<file path="config.mk">
export PLATFORM = sky130hd
export DESIGN_NAME = lsrm_order_ram
export DESIGN_NICKNAME = d
export VERILOG_FILES = /design/src/hdl/lsrm_order_ram.sv
export SDC_FILE = /design/constraint.sdc
export NUM_CORES = 2
export LEC_CHECK = 0
export BUFFER_PORTS_ARGS = -buffer_cell sky130_fd_sc_hd__buf_2
export CAP_MARGIN = 25
export CORE_UTILIZATION = 55
export CTS_CLUSTER_SIZE = 30
export DETAILED_ROUTE_END_ITERATION = 10
export PLACE_DENSITY = 0.8
export SYNTH_ARGS = -nofsm -noshare
export SYNTH_HDL_FRONTEND = slang
export SYNTH_SLANG_ARGS = --single-unit
</file>
<file path="constraint.sdc">
create_clock -name clk_i -period 3.3 [get_ports clk_i]
set_input_delay 0.66 -clock clk_i [delete_from_list [all_inputs] [get_ports clk_i]]
set_output_delay 0.66 -clock clk_i [all_outputs]
set_load 0.03 [all_outputs]
</file>
<file path="src/hdl/lsrm_order_ram.sv">
// height-ordered table of layer ids, one read and one write port
module lsrm_order_ram #(
  parameter int unsigned Depth = 256,
  parameter int unsigned AW    = 8
) (
  input  logic          clk_i,
  input  logic          rd_en_i,
  input  logic [AW-1:0] rd_addr_i,
  output logic [7:0]    rd_data_o,
  input  logic          we_i,
  input  logic [AW-1:0] wr_addr_i,
  input  logic [7:0]    wr_data_i
);
  logic [7:0] mem [Depth];
  logic [7:0] rd_q;

  always_ff @(posedge clk_i) begin
    if (we_i) begin
      mem[wr_addr_i] <= wr_data_i;
    end
    if (rd_en_i) begin
      rd_q <= mem[rd_addr_i];
    end
  end

  assign rd_data_o = rd_q;
endmodule

</file>
-- After elaboration in Yosys (flattened, before gate mapping)
Memories as Yosys holds them, arrays and structs flattened. A register that Yosys moved wholly into a read port is not among the register bits.
Cells that the tools add are included.
- flip-flop bits (word level): 0
- RAM bits: 2048
- bits of input ports: 27
- word-level logic and storage cells: 3
- memories kept: 1
- multiplexer cells: 2
- memories (memory ; depth ; bits a word ; rd ports ; clocked after memory_dff ; wr ports ; line ; source):
    mem ; 256 ; 8 ; 1 ; 1 ; 1 ; 14 ; logic [7:0] mem [Depth];
- operators by type and width (cell ; count):
    $mux 1 ; 2

-- Logic depth before layout (Yosys ltp)
- depth in word-level cells: 2
- gate-level depth with buffers: 11
- gate-level depth less buffers: 6

-- Least setup slack after synthesis
OpenSTA, ideal clock, no wires.
- path type: in2reg
- start point: input rd_addr_i[0]
- end point: register rd_q[2] (netlist: rd_data_o[2]) (read register of mem), data pin
- data arrival time: 2.467 ns
- required time: 3.031 ns
- slack: 0.564 ns
- stages on the path: 9
- buffers on the path: 4
- path through: buf_6 > buf_12 > buf_8 > buf_2 > mux4_2 > a22oi_1 > a21oi_1 > nor4_1 > nor4_2
- RTL lines (element ; line ; source):
    start: declaration ; 8 ; input logic [AW-1:0] rd_addr_i,
    end: declaration ; 15 ; logic [7:0] rd_q;

==> impl_metrics.json <==
{
  "placed_cell_area_um2": 85510,
  "drt-vias-per-instance": 6.686,
  "fmaxAchievable_mhz": 307.8,
  "setup_viol": 0,
  "overflow": 0,
  "cts_buffer_depth": 3,
  "htreeDepth": 4,
  "finish.instance_area_um2": 91620,
  "maxSlewHeadroom": 0.1814,
  "postSynthAreaPerCell_um2": 21.33,
  "setup.worst_path.end_class": "flop",
  "mostFrequentLayoutCells": "edfxtp_1, buf_4, mux4_2, nor2_1, clkbuf_16",
  "synth_area_um2": 79640,
  "min-delay-path-class": "input port to flop",
  "area_delta_synth_final_pct": 15.05,
  "cts_root_buf": "clkbuf_16",
  "die_h_um": 382.5,
  "whs_ns": 0.2432,
  "cp-start-kind": "input port",
  "portBuffers": 34,
  "cp_max_fo": 21,
  "drive_gt1_frac": 0.2934,
  "clock_skew_ns": 0.03576,
  "min_from": "rd_en_i",
  "ys_seq_area_frac": 0.7753,
  "die_w_um": 382.5,
  "drc": 4,
  "rsz0062_at_grt": "no",
  "synthesis.nets": 3760,
  "grt_max_degree": 112,
  "wl_per_cell_um": 32.68,
  "holdPathStages": 1,
  "synth_cell_types": 54,
  "ios": 35,
  "clkSlewWorstSetupHoldPaths_ns": 0.06,
  "drv_cap": 0,
  "drt_iter0_drc": 7004,
  "synthCells": 3733,
  "design.core.area_um2": 143700,
  "critical_path_class": "input port to flop",
  "reg2regPathDepth": 6,
  "r2r-start": "mem[24][4]",
  "pwr_density_cell_nw_per_um2": 581.7,
  "ys_ff_latch": 2056,
  "grt_pass1_vias": 42990,
  "power_leakage_nw": 29.34,
  "fp.dieArea_um2": 146300,
  "cts_buffers": 191,
  "detailed_place_hpwl_mm": 123.5,
  "holdPathEnd": "rd_data_o[2]",
  "cts_hold_buffers": 0,
  "initial_utilization": 0.5544,
  "yosys_warnings": 0,
  "gp_congestion": 0.9044,
  "antenna_left": 0,
  "layout_commonest_cell": "edfxtp_1",
  "synth_edf_count": 2056,
  "cts_tree": "built",
  "worst_slack_ns": 0.05067,
  "hold_viol": 0,
  "place_inst": 5962,
  "min_period_over_period": 0.9846,
  "grt.total_usage": 0.2852,
  "vias": 42240,
  "fin_cells": 6318,
  "ys_async_sr_fraction": 0,
  "postCtsResizedCells": 0,
  "worst_ep_arrival_time_ns": 3.82,
  "worstMarginPinSlew_ns": 1.217,
  "drt_wl_total_mm": 206.5,
  "synthFlopType": "edfxtp_1",
  "row_count": 139,
  "violations": "DRC",
  "dp_slack_ns": -0.5310,
  "slew_viol_final": 0,
  "r2r_slack_ns": 0.36,
  "post-route-min-period_ns": 3.249,
  "reg2reg_to": "rd_data_o[4]",
  "ir_drop_v": 0.0005786,
  "power_mw": 53.30,
  "first_pass_iters": 11,
  "cts_sinks": 2056,
  "antenna_found_initial": 4,
  "cts_post_setup_buffers_inserted": 0,
  "clk_latency_ns": 0.83,
  "status": "finished, violations left",
  "grt_pass1_wl_mm": 297.2,
  "cp.required_ns": 3.87,
  "final_net_count": 4279
}
## cell type report
type	instances	area [um^2]
flip-flops and latches	2056	61740
diodes	5	12.51
clock inverters	120	1057
fillers	8904	52040
repair buffers	559	4905
well taps	1903	2381
clock buffers	231	5036
multi-input cells	1442	16480
inverters	2	7.507
## registers in the layout, summed over array words and instances, names as in the netlist
name / cells
mem: 2048
rd_data_o: 8
## worst max-delay path by stage
stage / startpoint / end / slack, ns / depth (start not counted)
2_1_floorplan: rd_addr_i[0] / rd_data_o[2] / 0.56 / 9
3_3_place_gp: rd_addr_i[0] / rd_data_o[2] / -0.50 / 10
3_5_place_dp: rd_addr_i[0] / rd_data_o[2] / -0.53 / 10
4_1_cts: rd_addr_i[0] / rd_data_o[2] / 0.32 / 10
5_1_grt: rd_addr_i[0] / rd_data_o[4] / 0.11 / 10
6_report: rd_addr_i[0] / rd_data_o[4] / 0.05 / 10
## kinds of logic after synthesis
| family | share of synthesized area |
|---|---|
| flip-flops | 0.7753 |
| multiplexers | 0.1460 |
| AND/OR/NAND/NOR | 0.02625 |
| AO/OA/AOI/OAI | 0.03416 |
| buffers and inverters | 0.01829 |
## synth_stat cells (3+ instances only)
master | n | share of area
edfxtp_1 | 2056 | 0.78
nand3_1 | 34 | 0.0021
a22oi_1 | 133 | 0.013
buf_6 | 21 | 0.0030
buf_1 | 22 | 0.0010
nor2b_1 | 31 | 0.0024
a21oi_1 | 96 | 0.0060
nand4_1 | 10 | 0.00079
o21ai_0 | 10 | 0.00063
a22o_1 | 8 | 0.00088
nand2_1 | 33 | 0.0016
nor4_2 | 3 | 0.00047
nor2_1 | 282 | 0.013
or2_2 | 4 | 0.00031
o211ai_1 | 10 | 0.00094
nand2b_1 | 8 | 0.00063
a221oi_1 | 13 | 0.0014
buf_4 | 27 | 0.0025
nor3_1 | 22 | 0.0014
a211oi_1 | 16 | 0.0015
o22a_1 | 5 | 0.00055
o221ai_1 | 46 | 0.0051
o22ai_1 | 28 | 0.0022
nor4_1 | 24 | 0.0019
buf_12 | 8 | 0.0020
and2_1 | 6 | 0.00047
mux4_2 | 454 | 0.13
buf_2 | 31 | 0.0019
mux2i_1 | 134 | 0.017
buf_8 | 13 | 0.0025
clkbuf_1 | 111 | 0.0052
o32ai_1 | 4 | 0.00044
## stage by stage
step	utilization	setup TNS (ns)
floorplan	-	0
global placement	0.5953	-1.817
detailed placement	0.5953	-2.261
CTS	0.6377	0
global route	0.6377	0
finish	0.6378	0
## power by group
| group | internal (mW) | total (mW) | leakage, nW | switching, mW |
|---|---|---|---|---|
| registers | 28.8 | 28.8 | 18.5 | 0.0540 |
| logic | 1.06 | 2.86 | 7.89 | 1.80 |
| clock network | 12.1 | 21.6 | 2.96 | 9.49 |
| total | 42.0 | 53.3 | 29.3 | 11.3 |
## critical path, cell delays in order
cell and delay (ns):
buf_8 0.21, buf_12 0.21, buf_12 0.22, buf_12 0.23
mux4_2 0.52, a22oi_1 0.23, a21oi_1 0.16, nor4_1 1.03
buf_4 0.26, nor4_1 0.05
## routing by layer
layer / track usage / part of all wire / routed length (um) / up-vias
met5: 0 / 0.000063 / 13 / -
met4: 0.1312 / 0.049 / 10110 / 2
met3: 0.06348 / 0.13 / 25850 / 545
met2: 0.4574 / 0.49 / 100800 / 3320
met1: 0.3759 / 0.34 / 69670 / 21650
li1: - / - / - / 16730
(Power assumes the default switching activity.)
